`config.mk`:
```
export PLATFORM = sky130hd
export DESIGN_NAME = radix_prefixed_integer_parser_unit
export DESIGN_NICKNAME = d
export VERILOG_FILES = /design/src/sv/rpip_pkg.sv /design/src/sv/rpip_front.sv /design/src/sv/rpip_queue.sv /design/src/sv/rpip_back.sv /design/src/sv/radix_prefixed_integer_parser_unit.sv
export SDC_FILE = /design/constraint.sdc
export NUM_CORES = 1
export LEC_CHECK = 0
export BUFFER_PORTS_ARGS = -buffer_cell sky130_fd_sc_hd__buf_2
export CORE_MARGIN = 10
export CORE_UTILIZATION = 45
export CTS_CLUSTER_SIZE = 25
export DETAILED_ROUTE_END_ITERATION = 8
export PLACE_DENSITY = 0.7
export SLEW_MARGIN = 20
export SYNTH_ARGS = -nofsm -noshare
export SYNTH_HDL_FRONTEND = slang
export SYNTH_SLANG_ARGS = --single-unit
```
`constraint.sdc`:
```
create_clock -name i_clk -period 6.8 [get_ports i_clk]
set_input_delay 1.36 -clock i_clk [delete_from_list [all_inputs] [get_ports i_clk]]
set_output_delay 1.36 -clock i_clk [all_outputs]
set_load 0.02 [all_outputs]
```
`src/sv/rpip_pkg.sv`:
```
// Shared types, constants and helper functions for the radix-prefixed integer parser.
package rpip_pkg;

    localparam int MAX_LEN_DEF = 256;
    localparam int QDEPTH      = 4;

    localparam logic [7:0] BIN_PFX_RST = 8'd98;
    localparam logic [7:0] OCT_PFX_RST = 8'd111;
    localparam logic [7:0] DEC_PFX_RST = 8'd100;
    localparam logic [7:0] HEX_PFX_RST = 8'd104;

    localparam logic [7:0] CH_0  = 8'h30;
    localparam logic [7:0] CH_9  = 8'h39;
    localparam logic [7:0] CH_LA = 8'h61;
    localparam logic [7:0] CH_LF = 8'h66;
    localparam logic [7:0] CH_UA = 8'h41;
    localparam logic [7:0] CH_UF = 8'h46;

    // status codes
    localparam logic [1:0] ST_OK        = 2'd0;
    localparam logic [1:0] ST_TOO_SHORT = 2'd1;
    localparam logic [1:0] ST_BAD_RADIX = 2'd2;
    localparam logic [1:0] ST_BAD_CHAR  = 2'd3;

    // radix select codes
    localparam logic [1:0] SEL_DEC = 2'd0;
    localparam logic [1:0] SEL_BIN = 2'd1;
    localparam logic [1:0] SEL_OCT = 2'd2;
    localparam logic [1:0] SEL_HEX = 2'd3;

    // configuration register indexes
    localparam logic [1:0] CFG_BIN = 2'd0;
    localparam logic [1:0] CFG_OCT = 2'd1;
    localparam logic [1:0] CFG_DEC = 2'd2;
    localparam logic [1:0] CFG_HEX = 2'd3;

    typedef struct packed {
        logic [7:0] character;
        logic       last_char;
        logic       empty_string;
    } t_in_item;

    typedef struct packed {
        logic [63:0] value;
        logic [1:0]  status_code;
    } t_out_item;

    typedef enum logic [1:0] {
        OP_HOLD,
        OP_LOAD,
        OP_FOLD
    } t_op;

    // command from the classifier to the accumulator
    typedef struct packed {
        t_op        op;
        logic [3:0] digit;
        logic [1:0] radix_sel;
        logic       emit;
        logic [1:0] status;
    } t_cmd;

    // hex digit value in either case, 16 when the byte is no digit
    function automatic logic [4:0] digit_value(input logic [7:0] c);
        logic [4:0] d;
        d = 5'd16;
        if (c >= CH_0 && c <= CH_9) begin
            d = 5'(c - CH_0);
        end else if (c >= CH_LA && c <= CH_LF) begin
            d = 5'(c - CH_LA) + 5'd10;
        end else if (c >= CH_UA && c <= CH_UF) begin
            d = 5'(c - CH_UA) + 5'd10;
        end
        return d;
    endfunction

    function automatic logic [4:0] radix_of(input logic [1:0] sel);
        logic [4:0] r;
        case (sel)
            SEL_BIN: r = 5'd2;
            SEL_OCT: r = 5'd8;
            SEL_HEX: r = 5'd16;
            default: r = 5'd10;
        endcase
        return r;
    endfunction

endpackage

```
`src/sv/rpip_front.sv`:
```
// Classifier: holds prefix registers and per-string radix, length and error state.
module rpip_front import rpip_pkg::*; #(
    parameter int MAX_LEN = MAX_LEN_DEF
) (
    input  logic       i_clk,
    input  logic       i_rst_n,
    input  logic       i_cfg_we,
    input  logic [1:0] i_cfg_addr,
    input  logic [7:0] i_cfg_wdata,
    input  logic       i_in_valid,
    input  t_in_item   i_in_item,
    input  logic       i_q_full,
    output logic       o_push,
    output t_cmd       o_cmd
);

    localparam int CW = $clog2(MAX_LEN + 1);

    logic [7:0]    r_bin_pfx, r_oct_pfx, r_dec_pfx, r_hex_pfx;
    logic [CW-1:0] r_seen, n_seen;
    logic [1:0]    r_sel, n_sel;
    logic [1:0]    r_err, n_err;
    logic          accept;
    logic [4:0]    dig;
    t_cmd          cmd;

    assign accept = i_in_valid && !i_q_full;

    always_comb begin
        n_seen = r_seen;
        n_sel  = r_sel;
        n_err  = r_err;
        dig    = digit_value(i_in_item.character);
        cmd    = '{op: OP_HOLD, digit: dig[3:0], radix_sel: r_sel, emit: 1'b0,
                   status: ST_OK};
        if (!i_in_item.empty_string) begin
            if (r_err == ST_OK && r_seen < CW'(MAX_LEN)) begin
                if (r_seen == '0) begin
                    n_seen = CW'(1);
                    // prefix registers win over the decimal-digit test
                    if (i_in_item.character == r_bin_pfx) begin
                        n_sel = SEL_BIN;
                    end else if (i_in_item.character == r_oct_pfx) begin
                        n_sel = SEL_OCT;
                    end else if (i_in_item.character == r_dec_pfx) begin
                        n_sel = SEL_DEC;
                    end else if (i_in_item.character == r_hex_pfx) begin
                        n_sel = SEL_HEX;
                    end else if (i_in_item.character inside {[CH_0:CH_9]}) begin
                        n_sel  = SEL_DEC;
                        cmd.op = OP_LOAD;
                    end else begin
                        n_err = ST_BAD_RADIX;
                    end
                end else begin
                    n_seen = r_seen + CW'(1);
                    if (dig >= radix_of(r_sel)) begin
                        n_err = ST_BAD_CHAR;
                    end else begin
                        cmd.op = OP_FOLD;
                    end
                end
            end
        end
        cmd.radix_sel = n_sel;
        if (i_in_item.empty_string || i_in_item.last_char) begin
            cmd.emit   = 1'b1;
            cmd.status = (n_seen == '0) ? ST_TOO_SHORT : n_err;
            n_seen     = '0;
            n_sel      = SEL_DEC;
            n_err      = ST_OK;
        end
    end

    assign o_cmd  = cmd;
    assign o_push = accept && (cmd.emit || cmd.op != OP_HOLD);

    always_ff @(posedge i_clk) begin
        if (!i_rst_n) begin
            r_bin_pfx <= BIN_PFX_RST;
            r_oct_pfx <= OCT_PFX_RST;
            r_dec_pfx <= DEC_PFX_RST;
            r_hex_pfx <= HEX_PFX_RST;
            r_seen    <= '0;
            r_sel     <= SEL_DEC;
            r_err     <= ST_OK;
        end else begin
            if (i_cfg_we) begin
                case (i_cfg_addr)
                    CFG_BIN: r_bin_pfx <= i_cfg_wdata;
                    CFG_OCT: r_oct_pfx <= i_cfg_wdata;
                    CFG_DEC: r_dec_pfx <= i_cfg_wdata;
                    CFG_HEX: r_hex_pfx <= i_cfg_wdata;
                    default: ;
                endcase
            end
            if (accept) begin
                r_seen <= n_seen;
                r_sel  <= n_sel;
                r_err  <= n_err;
            end
        end
    end

endmodule

```
`src/sv/rpip_queue.sv`:
```
// Small command FIFO between the classifier and the accumulator.
module rpip_queue import rpip_pkg::*; (
    input  logic i_clk,
    input  logic i_rst_n,
    input  logic i_push,
    input  t_cmd i_cmd,
    output logic o_full,
    output logic o_valid,
    output t_cmd o_cmd,
    input  logic i_pop
);

    localparam int AW = $clog2(QDEPTH);
    localparam int NW = $clog2(QDEPTH + 1);

    t_cmd          r_mem [QDEPTH];
    logic [AW-1:0] r_wp, r_rp;
    logic [NW-1:0] r_cnt;
    logic          do_push, do_pop;

    assign o_full  = (r_cnt == NW'(QDEPTH));
    assign o_valid = (r_cnt != '0);
    assign o_cmd   = r_mem[r_rp];
    assign do_push = i_push && !o_full;
    assign do_pop  = i_pop && o_valid;

    always_ff @(posedge i_clk) begin
        if (do_push) begin
            r_mem[r_wp] <= i_cmd;
        end
    end

    always_ff @(posedge i_clk) begin
        if (!i_rst_n) begin
            r_wp  <= '0;
            r_rp  <= '0;
            r_cnt <= '0;
        end else begin
            if (do_push) begin
                r_wp <= (r_wp == AW'(QDEPTH - 1)) ? '0 : r_wp + AW'(1);
            end
            if (do_pop) begin
                r_rp <= (r_rp == AW'(QDEPTH - 1)) ? '0 : r_rp + AW'(1);
            end
            case ({do_push, do_pop})
                2'b10:   r_cnt <= r_cnt + NW'(1);
                2'b01:   r_cnt <= r_cnt - NW'(1);
                default: ;
            endcase
        end
    end

endmodule

```
`src/sv/rpip_back.sv`:
```
// Accumulator: Horner fold by shift-add and the registered result stage.
module rpip_back import rpip_pkg::*; (
    input  logic      i_clk,
    input  logic      i_rst_n,
    input  logic      i_q_valid,
    input  t_cmd      i_q_cmd,
    output logic      o_pop,
    output logic      o_out_valid,
    input  logic      i_out_stall,
    output t_out_item o_out_item
);

    logic [63:0] r_acc, acc_next, acc_mul;
    logic        r_out_valid, n_out_valid;
    t_out_item   r_out_item;
    logic        out_free;

    assign out_free = !r_out_valid || !i_out_stall;
    // only a command that emits needs the result stage
    assign o_pop    = i_q_valid && (!i_q_cmd.emit || out_free);

    always_comb begin
        case (i_q_cmd.radix_sel)
            SEL_BIN: acc_mul = {r_acc[62:0], 1'b0};
            SEL_OCT: acc_mul = {r_acc[60:0], 3'b0};
            SEL_HEX: acc_mul = {r_acc[59:0], 4'b0};
            default: acc_mul = {r_acc[60:0], 3'b0} + {r_acc[62:0], 1'b0};
        endcase
        case (i_q_cmd.op)
            OP_LOAD: acc_next = {60'd0, i_q_cmd.digit};
            OP_FOLD: acc_next = acc_mul + {60'd0, i_q_cmd.digit};
            default: acc_next = r_acc;
        endcase
    end

    // result stage empties when taken and refills on an emitting pop
    always_comb begin
        n_out_valid = r_out_valid;
        if (r_out_valid && !i_out_stall) begin
            n_out_valid = 1'b0;
        end
        if (o_pop && i_q_cmd.emit) begin
            n_out_valid = 1'b1;
        end
    end

    always_ff @(posedge i_clk) begin
        if (o_pop && i_q_cmd.emit) begin
            r_out_item.value       <= (i_q_cmd.status == ST_OK) ? acc_next : 64'd0;
            r_out_item.status_code <= i_q_cmd.status;
        end
    end

    always_ff @(posedge i_clk) begin
        if (!i_rst_n) begin
            r_acc       <= '0;
            r_out_valid <= 1'b0;
        end else begin
            r_out_valid <= n_out_valid;
            if (o_pop) begin
                if (i_q_cmd.emit) begin
                    r_acc <= '0;
                end else begin
                    r_acc <= acc_next;
                end
            end
        end
    end

    assign o_out_valid = r_out_valid;
    assign o_out_item  = r_out_item;

endmodule

```
`src/sv/radix_prefixed_integer_parser_unit.sv`:
```
// Top level of the radix-prefixed integer parser.
// Takes one string character per cycle and returns a 64-bit value with a status when a
// string ends (last_char, or an empty_string item). The classifier decides radix, digit
// validity and errors in the cycle a character is taken and posts a command to a
// 4-entry queue; the accumulator folds one digit per cycle unless the output stalls, by
// shift-add (x2, x8, x16, or x8+x2), and loads the result register. Input stalls only
// while the queue is full, which happens only when the output side stalls. The user
// must write the prefix registers through the plain config port (0 binary, 1 octal, 2
// decimal, 3 hex) only while the block is idle; the block itself does not enforce it.
module radix_prefixed_integer_parser_unit import rpip_pkg::*; #(
    parameter int MAX_LEN = MAX_LEN_DEF
) (
    input  logic      i_clk,
    input  logic      i_rst_n,
    input  logic      i_cfg_we,
    input  logic [1:0] i_cfg_addr,
    input  logic [7:0] i_cfg_wdata,
    input  logic      i_in_valid,
    output logic      o_in_stall,
    input  t_in_item  i_in_item,
    output logic      o_out_valid,
    input  logic      i_out_stall,
    output t_out_item o_out_item
);

    logic q_full, q_push, q_valid, q_pop;
    t_cmd f_cmd, q_cmd;

    assign o_in_stall = q_full;

    rpip_front #(.MAX_LEN(MAX_LEN)) u_front (
        .i_clk       (i_clk),
        .i_rst_n     (i_rst_n),
        .i_cfg_we    (i_cfg_we),
        .i_cfg_addr  (i_cfg_addr),
        .i_cfg_wdata (i_cfg_wdata),
        .i_in_valid  (i_in_valid),
        .i_in_item   (i_in_item),
        .i_q_full    (q_full),
        .o_push      (q_push),
        .o_cmd       (f_cmd)
    );

    rpip_queue u_queue (
        .i_clk   (i_clk),
        .i_rst_n (i_rst_n),
        .i_push  (q_push),
        .i_cmd   (f_cmd),
        .o_full  (q_full),
        .o_valid (q_valid),
        .o_cmd   (q_cmd),
        .i_pop   (q_pop)
    );

    rpip_back u_back (
        .i_clk       (i_clk),
        .i_rst_n     (i_rst_n),
        .i_q_valid   (q_valid),
        .i_q_cmd     (q_cmd),
        .o_pop       (q_pop),
        .o_out_valid (o_out_valid),
        .i_out_stall (i_out_stall),
        .o_out_item  (o_out_item)
    );

endmodule

```
# --- Word level (Yosys, flattened, before mapping) ---
# Memories as Yosys holds them, arrays and structs flattened. A register that Yosys moved wholly into a read port is not among the register bits.
# Cells that the tools add are included.
op_classes:
  add_sub_neg: 12
  mul: 0
  div: 0
  order_cmp: 8
  eq_ne: 20
  shift: 0
  muxes: 53
  bitwise_logic: 0
  n_reduce_logical: 32
op_table:
  columns: ["operator", "count"]
  rows:
  - ["$pmux W64 S3", 1]
  - ["$pmux W64 S2", 1]
  - ["$add A64 B4 Y64", 1]
  - ["$add A64 B64 Y64", 1]
  - ["$mux W2", 32]
  - ["$mux W64", 1]
  - ["$mux W9", 4]
  - ["$eq A8 B8 Y1", 4]
  - ["$mux W5", 6]
  - ["$eq A2 B2 Y1 const B", 10]
  - ["$logic_not A9 Y1", 2]
  - ["$ge A8 B7 Y1 const B", 2]
  - ["$le A8 B7 Y1 const B", 2]
  - ["$pmux W5 S3", 1]
  - ["$logic_and A1 B1 Y1", 11]
  - ["$add A5 B4 Y5 const B", 2]
  - ["$eq A2 B1 Y1 const B", 5]
  - ["$sub A5 B1 Y5 const B", 2]
  - ["$add A9 B1 Y9 const B", 1]
  - ["$lt A9 B9 Y1 const B", 1]
  - ["$ge A8 B6 Y1 const B", 1]
  - ["$le A8 B6 Y1 const B", 1]
  - ["$reduce_and A2 Y1", 4]
  - ["$logic_not A2 Y1", 3]
  - ["13 further kinds", 26]
word_totals:
  reg_bits: 183
  latchBits: 0
  mem_bits_rw: 44
  rom_bits: 0
  input_bits: 25
  output_inout_bits: 68
  elab_cells: 140
  n_memories: 1
memory_table:
  columns: ["name", "words", "word_bits", "read_ports", "rd_ports_with_merged_regs", "wr", "line", "text"]
  rows:
  - ["u_queue.r_mem", 4, 11, 1, 1, 1, "rpip_queue.sv:16", "t_cmd r_mem [QDEPTH];"]

# --- Logic depth before layout (Yosys ltp) ---
# Gate-level depths: netlist of the first run.
depth:
  word_depth: 17
  ltp_mapped: 23
  depth_no_buf: 21

# --- By module ---
# A second synthesis of the first run with hierarchy kept.
hier_totals:
  cells_unflattened: 2127
  hier_area_um2: 18077.3
modules_own_cells:
  columns: ["module", "instances", "cells_each", "area_per_inst_um2", "seq_area_each_um2"]
  rows:
  - ["rpip_back", 1, 1649, 13047.5, 3283.1]
  - ["rpip_front", 1, 365, 2932.8, 900.9]
  - ["rpip_queue", 1, 113, 2097.0, 1501.4]

# --- Least setup slack after synthesis of the first run ---
# OpenSTA, ideal clock, no wires.
synth_timing:
  path_kind: "input to register"
  from: "in i_in_item[2] (netlist bit)"
  to: "reg u_queue.r_cnt[2]"
  setup_time_ns: 0.076
  arrival_time_ns: 5.051
  required_time_ns: 6.724
  setup_slack_ns: 1.674
  path_stages: 23
  path_buffers: 2
  cell_sequence: "clkbuf_1 inv_1 ha_1 nor3b_1 o21ai_0 and4_1 clkbuf_1 a22oi_1 ha_1 inv_1 o21ai_0 o21a_1 o21ai_0 nand3b_1 nand2b_1 a31oi_1 inv_1 ha_1 inv_1 fa_1 xor2_1 or3_1 a21boi_0"
synth_between:
  elab_chain_len: 16
  word_cells_on_any_way: 39
  classes_between: "5 x add/sub; 7 x order compare; 6 x eq/ne; 13 x mux; 8 x reduce/logical"
synth_lines:
  columns: ["element", "line", "text"]
  rows:
  - ["start: declaration", "radix_prefixed_integer_parser_unit.sv:20", "input t_in_item i_in_item,"]
  - ["$sub A5 B1 Y5, or another cell as far along", "rpip_pkg.sv:70, rpip_pkg.sv:72", null]
  - ["$add A5 B4 Y5, or another cell as far along", "rpip_pkg.sv:70, rpip_pkg.sv:72", null]
  - ["$mux W5 / $mux W1 (equally long branches)", "rpip_pkg.sv:71, rpip_front.sv:49", null]
  - ["$mux W5 / $mux W2 (equally long branches)", "rpip_pkg.sv:69, rpip_front.sv:47", null]
  - ["$mux W5 / $mux W2 (equally long branches)", "rpip_pkg.sv:67, rpip_front.sv:45", null]
  - ["$ge A5 B5 Y1 / $mux W2 (equally long branches)", "rpip_front.sv:57, rpip_front.sv:43", null]
  - ["$mux W2, on equally long branches", "rpip_front.sv:57, rpip_front.sv:41", null]
  - ["$mux W2 (*)", "rpip_front.sv:38", "if (r_seen == '0) begin"]
  - ["$mux W2 (*)", "rpip_front.sv:37", "if (r_err == ST_OK && r_seen < CW'(MAX_LEN)) begin"]
  - ["$mux W2 (*)", "rpip_front.sv:36", "if (!i_in_item.empty_string) begin"]
  - ["$reduce_bool A2 Y1 (*)", "rpip_front.sv:76", "assign o_push = accept && (cmd.emit || cmd.op != OP_HOLD);"]
  - ["$logic_or A1 B1 Y1 (*)", "rpip_front.sv:76", null]
  - ["$logic_and A1 B1 Y1 (*)", "rpip_front.sv:76", null]
  - ["$logic_and A1 B1 Y1 (*)", "rpip_queue.sv:24", "assign do_push = i_push && !o_full;"]
  - ["$eq A2 B1 Y1 / $eq A2 B2 Y1 (equally long branches)", "rpip_queue.sv:45", "case ({do_push, do_pop})"]
  - ["$pmux W3 S2 / $reduce_bool A2 Y1 (equally long branches)", null, null]
  - ["end signal: assignment", "rpip_queue.sv:46", "2'b10: r_cnt <= r_cnt + NW'(1);"]
  - ["end signal: assignment", "rpip_queue.sv:47", "2'b01: r_cnt <= r_cnt - NW'(1);"]
  - ["end: declaration", "rpip_queue.sv:18", "logic [NW-1:0] r_cnt;"]
# Mark *: on every way between the ends. The rest lies on a longest branch, timed or not.
# A chain may end at the register's enable or synchronous reset.

# --- Worst setup path in the final report of the first run ---
layout_timing:
  from: "reg u_back.r_acc[2]"
  to: "reg u_back.r_out_item, in the netlist u_back.o_out_item[64], data pin"
layout_between:
  elab_chain_len: 4
layout_lines:
  columns: ["element", "line", "text"]
  rows:
  - ["start: declaration", "rpip_back.sv:13", "logic [63:0] r_acc, acc_next, acc_mul;"]
  - ["start signal: assignment", "rpip_back.sv:64", "r_acc <= acc_next;"]
  - ["$add A64 B64 Y64", "rpip_back.sv:27", "default: acc_mul = {r_acc[60:0], 3'b0} + {r_acc[62:0], 1'b0};"]
  - ["$pmux W64 S3 (*)", "rpip_back.sv:23", "case (i_q_cmd.radix_sel)"]
  - ["$add A64 B4 Y64 (*)", "rpip_back.sv:31", "OP_FOLD: acc_next = acc_mul + {60'd0, i_q_cmd.digit};"]
  - ["$pmux W64 S2 (*)", "rpip_back.sv:29", "case (i_q_cmd.op)"]
  - ["end: declaration", "rpip_back.sv:15", "t_out_item r_out_item;"]
# Marks and branches as above.

==> flow_summary_export.csv, run 1 <==
group,metric,value,unit
status,status,"complete, no violations",
timing,setup_ws,1.06,ns
routing,routed_wl,59300,um
clock_tree,cts-buffers-inserted,26,
routing,drt_iter0_drc,1878,
critical_path,cp.required,7.10,ns
die,initial_core_util,45.8,%
die,core,0.0389,mm^2
placed_design,hpwl,43900,um
finish,finalNonFillerCells,2654,
timing,whs,0.478,ns
die,die_y,219,um
placed_design,port_buffers,92,
logic_synthesis,syn-mean-instance-area,8.44,um^2
routing,vias,17100,
critical_path,critPathMaxStageDelay,0.92,ns
timing,slew_violations,0,
logic_synthesis,ys_top_cells_by_area,"edfxtp_1 19%, dfxtp_1 13%, nand2_1 6.1%",
placed_design,gp_congestion,1.01,
finish,layout.nets,2224,
timing,post-route-period-util,84.4,%
finish,areaGrowthSynthToFinish,8.86,%
logic_synthesis,ys_ff_latch,229,
die,rows,72,
logic_synthesis,ys_seq_area_share,31.9,%
power_and_ir_drop,ir_drop,0.219,mV
routing,drc,0,
critical_path,cp_cell_sequence,"ha_1 -> inv_1 -> fa_1 -> nor2b_1 -> o31a_1 -> o21ai_1 -> a211oi_1 -> o21ai_0 -> a2111oi_1 -> buf_4 -> nor4_1 -> nor3_1 -> nand3_1 -> nor4_4 -> xnor2_1 -> a22o_1",
die,boundaryPins,93,
clock_tree,clock-root-buffer,"clkbuf_16",
timing,slew-limit-headroom,26.2,%
finish,diodes,0,
routing,first_pass_iters,8,
logic_synthesis,synth_area_leader_cell,"edfxtp_1",
logic_synthesis,synthesis.nets,2218,
timing,tightest_slew,1.10,ns
clock_tree,cts.htree.levels,1,
routing,detail_route.wl_per_cell,22.4,um
critical_path,cpMaxStageDelayCell,"a211oi_1",
clock_tree,post_cts_buffers,0,
logic_synthesis,synth-main-ff-cell,"dfxtp_1",
clock_tree,cts_resized,0,
power_and_ir_drop,power_density,292,mW/mm^2
logic_synthesis,netlist_area,0.0178,mm^2
logic_synthesis,ys_top_cells_by_count,"291 x nand2_1, 154 x nor2_1, 119 x dfxtp_1, 115 x a21oi_1, 110 x edfxtp_1",
critical_path,path_class,"reg2reg",
grt,overflow,0,
critical_path,worstPathMaxFanout,7,
routing,post_drt_via_cell_ratio,6.44,
die,dieArea,0.0479,mm^2
clock_tree,clock_sinks,229,
logic_synthesis,syn_inst,2110,
logic_synthesis,synth.top_cell.area_share,18.5,%
clock_tree,cts.clk_slew.worst_paths,0.06,ns
placed_design,dp.cells,2606,
logic_synthesis,synth-edff-count,110,
finish,drive_gt1_share,11.3,%
critical_path,critPathBufInv,2,
timing,period_minus_slack,5.74,ns
logic_synthesis,yosysMostFrequentCell,"nand2_1",
critical_path,crit_family,"compound AO/OA/AOI/OAI gates",
run,cap_violations,0,
critical_path,worstSetupEndpointType,"register",
grt,antenna_found_initial,1,
grt,grt_pass1_wl,92500,um
grt,grt_max_degree,68,
timing,fin_skew,0.0407,ns
clock_tree,clkLatencyLatePin,0.58,ns
grt,grt_pass1_vias,16200,
timing,hold_violations,0,
routing,postRouteAntennaNets,0,
min_path,hp-class,"reg2reg",
clock_tree,cts_tree,"built",
clock_tree,holdBufCountCts,0,
power_and_ir_drop,p_total,0.00565,W
timing,tns,0,ns
logic_synthesis,synth_warnings,0,
timing,grt_setup_unrepaired,"false",
critical_path,start_kind,"register",
power_and_ir_drop,power_leakage,7.08,nW
timing,max_clock_freq,174,MHz
critical_path,cp.arrival,6.04,ns
placed_design,dp_slack,1.29,ns
timing,setup-violations-final,0,
grt,grt_use_total,23.9,%
die,die_w,219,um
clock_tree,clockBufferDepth,3,
logic_synthesis,ys_types,104,
logic_synthesis,async_reset_ff_share,0,%
worst register-to-register path: stages (launching register included):
cell and delay [ns]:
dfxtp_1 0.45, ha_1 0.22, inv_1 0.06, fa_1 0.41
nor2b_1 0.24, o31a_1 0.36, o21ai_1 0.23, a211oi_1 0.92
o21ai_0 0.30, a2111oi_1 0.75, buf_4 0.23, nor4_1 0.04
nor3_1 0.47, nand3_1 0.22, nor4_4 0.20, xnor2_1 0.12
a22o_1 0.24
where the power goes:
group          total, W  leakage, nW  switching (W)  internal, W
combinational   0.00237         4.64        0.00169     0.000684
clock           0.00144        0.432       0.000617     0.000827
sequential      0.00184         2.01       0.000120      0.00172
total           0.00565         7.08        0.00243      0.00323
state kept, by name (all words and copies together), names as in the netlist, 8 cells and up, named ones only:
register,cells
u_queue.r_mem,44
u_front.r_hex_pfx,8
u_front.r_bin_pfx,8
u_back.r_acc,64
u_back.o_out_item,66
u_front.r_seen,9
u_front.r_oct_pfx,8
u_front.r_dec_pfx,8
final cells by class:
type	count	area, um^2
fill	3724	19500
multi-input combinational	1705	11400
sequential	229	5690
clock buffer	33	707
tap	518	648
timing repair buffer	114	633
clock inverter	15	178
inverter	40	150
routing by layer:
metal / global-route usage (%) / vias up / wire length (um)
met4: 7.42 / 0 / 1670
met2: 37.3 / 841 / 26500
li1: - / 7893 / -
met1: 33.3 / 8237 / 25600
met5: 0 / - / 0
met3: 3.58 / 109 / 5510
per-stage QoR:
stage               util, %  area (um^2)
finish                 49.8        19400
global route           49.8        19400
CTS                    49.8        19400
detailed placement     47.5        18500
global placement       47.5        18500
floorplan                 -        17800
cell families after synthesis:
kind of cell             count (synthesis)  share of synthesized area (%)
AND/OR/NAND/NOR                        848                           24.7
XOR/XNOR                               116                           5.70
adder cells (fa/ha/maj)                 83                           5.96
multiplexers                            61                           4.61
buffers and inverters                  176                           4.24
flip-flops                             229                           31.9
AO/OA/AOI/OAI                          597                           22.9
cells in the final DEF, fill, tap and decap left out, types with 11 or more instances in the layout:
cell / n
o21bai_1: 11
nor2_1: 152
dfxtp_1: 119
o21ai_0: 99
or3_1: 19
nand3_1: 76
edfxtp_1: 110
mux4_2: 15
nor4_1: 19
xor2_1: 46
a21o_1: 23
o21a_1: 13
buf_4: 21
and4_1: 12
ha_1: 80
a31oi_1: 36
and2_1: 24
o211ai_1: 19
nor2b_1: 57
and3_1: 17
a21oi_1: 115
nand4_1: 44
a22o_1: 49
buf_2: 92
clkbuf_16: 26
xnor2_1: 70
inv_1: 39
a211oi_1: 20
a21boi_0: 24
o21ai_1: 30
nor3_1: 50
nand2_1: 291
a22oi_1: 39
mux2i_1: 37
path summary, 6_finish.rpt:
| check | startpoint | endpoint | slack (ns) | depth (start not counted) |
|---|---|---|---|---|
| max | u_back.r_acc[2] | u_back.o_out_item[64] | 1.06 | 16 |
| min | u_front.r_dec_pfx[1] | u_front.r_dec_pfx[1] | 0.48 | 2 |
| max reg2reg | u_back.r_acc[2] | u_back.o_out_item[64] | 1.06 | 16 |
| min reg2reg | u_front.r_dec_pfx[1] | u_front.r_dec_pfx[1] | 0.48 | 2 |
Note: power is estimated with default switching activity, not from simulation.
==> run 2, diff against run 1 <==
--- a/config.mk
+++ b/config.mk
@@ -10,7 +10,7 @@
 export CORE_UTILIZATION = 45
 export CTS_CLUSTER_SIZE = 25
 export DETAILED_ROUTE_END_ITERATION = 8
-export PLACE_DENSITY = 0.7
+export PLACE_DENSITY = 0.72
 export SLEW_MARGIN = 20
 export SYNTH_ARGS = -nofsm -noshare
 export SYNTH_HDL_FRONTEND = slang
==> constraint.sdc (replaced) <==
create_clock -name i_clk -period 4.84 [get_ports i_clk]
set_input_delay 0.968 -clock i_clk [delete_from_list [all_inputs] [get_ports i_clk]]
set_output_delay 0.968 -clock i_clk [all_outputs]
set_load 0.02 [all_outputs]
==> run 2 against run 1 <==
  * Setup slack worse by 0.97 ns
  * Largest power group unchanged
  * Register-to-register slack worse by 0.97 ns
  * Via count is 4.0% higher
==> flow_summary_export.csv, run 2 (synthesized netlist as in run 1, its figures left out) <==
group,metric,value,unit
timing,fin_skew,0.00756,ns
die,boundaryPins,93,
critical_path,path_class,"reg2reg",
timing,tns,0,ns
die,initial_core_util,45.8,%
finish,areaGrowthSynthToFinish,13.9,%
power_and_ir_drop,ir_drop,0.307,mV
critical_path,worstPathMaxFanout,8,
routing,drc,0,
min_path,hp-class,"reg2reg",
finish,diodes,0,
clock_tree,cts.htree.levels,1,
finish,layout_commonest_cell,"nand2_1",
finish,layout.nets,2338,
routing,first_pass_iters,6,
finish,fillers,3662,
grt,grt_pass1_vias,16600,
placed_design,place_area,0.0194,mm^2
run,cap_violations,0,
clock_tree,cts-buffers-inserted,26,
grt,grt_pass1_wl,97500,um
routing,vias,17800,
finish,mostFrequentLayoutCells,"291 x nand2_1, 151 x nor2_1, 131 x buf_4, 118 x dfxtp_1, 113 x a21oi_1",
status,status,"complete, no violations",
clock_tree,cts_tree,"built",
critical_path,cp.arrival,5.16,ns
routing,routed_wl,63300,um
critical_path,worstSetupEndpointType,"register",
die,die_y,219,um
critical_path,cp.required,5.25,ns
grt,overflow,0,
clock_tree,clock_sinks,229,
die,rows,72,
critical_path,crit_path_end,"u_back.o_out_item[65]",
critical_path,worstReg2RegStart,"u_back.r_acc[19]",
clock_tree,clock-root-buffer,"clkbuf_16",
timing,slew_violations,0,
timing,slew-limit-headroom,27.8,%
timing,tightest_slew,1.08,ns
critical_path,critPathMaxStageDelay,0.56,ns
clock_tree,clockBufferDepth,3,
min_path,worstHoldPathCells,2,
critical_path,cpMaxStageDelayCell,"dfxtp_1",
die,dieArea,0.0479,mm^2
clock_tree,clkLatencyLatePin,0.55,ns
die,core,0.0389,mm^2
placed_design,gp_congestion,1.03,
power_and_ir_drop,power_density,399,mW/mm^2
clock_tree,holdBufCountCts,0,
timing,max_clock_freq,211,MHz
power_and_ir_drop,power_leakage,7.64,nW
critical_path,cp_cell_sequence,"ha_1 -> a21oi_1 -> o21ai_1 -> a221o_1 -> a21o_1 -> or3b_1 -> a31o_1 -> or4b_1 -> or4_1 -> nor4_4 -> mux2_1 -> nand2_1",
placed_design,hpwl,47600,um
finish,drive_gt1_share,16.3,%
timing,post-route-period-util,98.1,%
critical_path,start_kind,"register",
timing,hold_violations,0,
critical_path,timing.rr.end,"u_back.o_out_item[65]",
routing,drt_iter0_drc,2021,
die,die_w,219,um
finish,fin_area,0.0203,mm^2
min_path,hold_start,"u_front.r_dec_pfx[0]",
critical_path,reg2reg_depth,12,
placed_design,port_buffers,92,
timing,whs,0.474,ns
clock_tree,cts.clk_slew.worst_paths,0.06,ns
critical_path,rrSetupSlack,0.09,ns
grt,grt_use_total,25.5,%
grt,grt_max_degree,71,
routing,postRouteAntennaNets,0,
timing,setup-violations-final,0,
routing,post_drt_via_cell_ratio,6.42,
grt,antenna_found_initial,1,
timing,period_minus_slack,4.75,ns
finish,final_util,52.1,%
finish,largest_reg_flops,66,
critical_path,cp-startpoint,"u_back.r_acc[19]",
routing,detail_route.wl_per_cell,22.9,um
[run 2: cell count changes in the layout (fill, tap and decap cells not counted), sizes merged]
cell	change
clkinvlp	+2
clkinv	-1
buf	+114
inv	-2
bufinv	-2
clkbuf	+3
[run 2: cell type report]
type,instances,area (um^2),area share [%]
Sequential cell,229,5690,28.0
Multi-Input combinational cell,1705,11500,56.5
Clock inverter,12,71.3,0.352
Tap cell,518,648,3.19
Inverter,40,150,0.740
Clock buffer,36,719,3.55
Timing Repair Buffer,228,1540,7.61
[run 2: worst min path at each step]
| stage | endpoint | slack, ns |
|---|---|---|
| after detailed placement | u_back.r_acc[63] | 0.47 |
| after floorplan | u_back.r_acc[63] | 0.43 |
| after CTS | u_front.r_dec_pfx[0] | 0.48 |
| after global placement | u_back.r_acc[63] | 0.46 |
| final | u_front.r_dec_pfx[0] | 0.47 |
| after global routing | u_back.r_acc[63] | 0.50 |
[run 2: critical path: cells and delay by family (launching register included)]
kind,cells,cell delay (ns)
flip-flops,1,0.56
AO/OA/AOI/OAI,5,1.47
adder cells (fa/ha/maj),1,0.41
multiplexers,1,0.37
AND/OR/NAND/NOR,5,1.80
[run 2: per-stage QoR]
step / instances / total power [W] / worst slack [ns]
after CTS: 2766 / 0.00807 / 0.121
after detailed placement: 2718 / 0.00618 / -0.0157
after global placement: 2718 / 0.00613 / 0.0816
after floorplan: 2110 / 0.00487 / 0.0283
after global routing: 2768 / 0.00844 / -0.0161
final: 2768 / 0.00809 / 0.0903
[run 2: metal layers]
| layer | global-route usage, % | wire, um | up-vias |
|---|---|---|---|
| met3 | 4.17 | 5600 | 115 |
| li1 | - | - | 8134 |
| met4 | 8.09 | 2000 | 0 |
| met5 | 0 | 0 | - |
| met2 | 38.9 | 27700 | 963 |
| met1 | 36.1 | 28000 | 8558 |
[run 2: power breakdown]
part | switching, W | total (W) | internal (W) | leakage (nW)
clock network | 0.000833 | 0.00188 | 0.00104 | 0.382
logic | 0.00249 | 0.00363 | 0.00114 | 5.24
registers | 0.000169 | 0.00259 | 0.00242 | 2.02
[run 2: timing repair]
item	CTS	global route
gates resized for setup	2	17
setup buffers	0	2
endpoints found under the setup margin	5	37
pin swaps	0	0
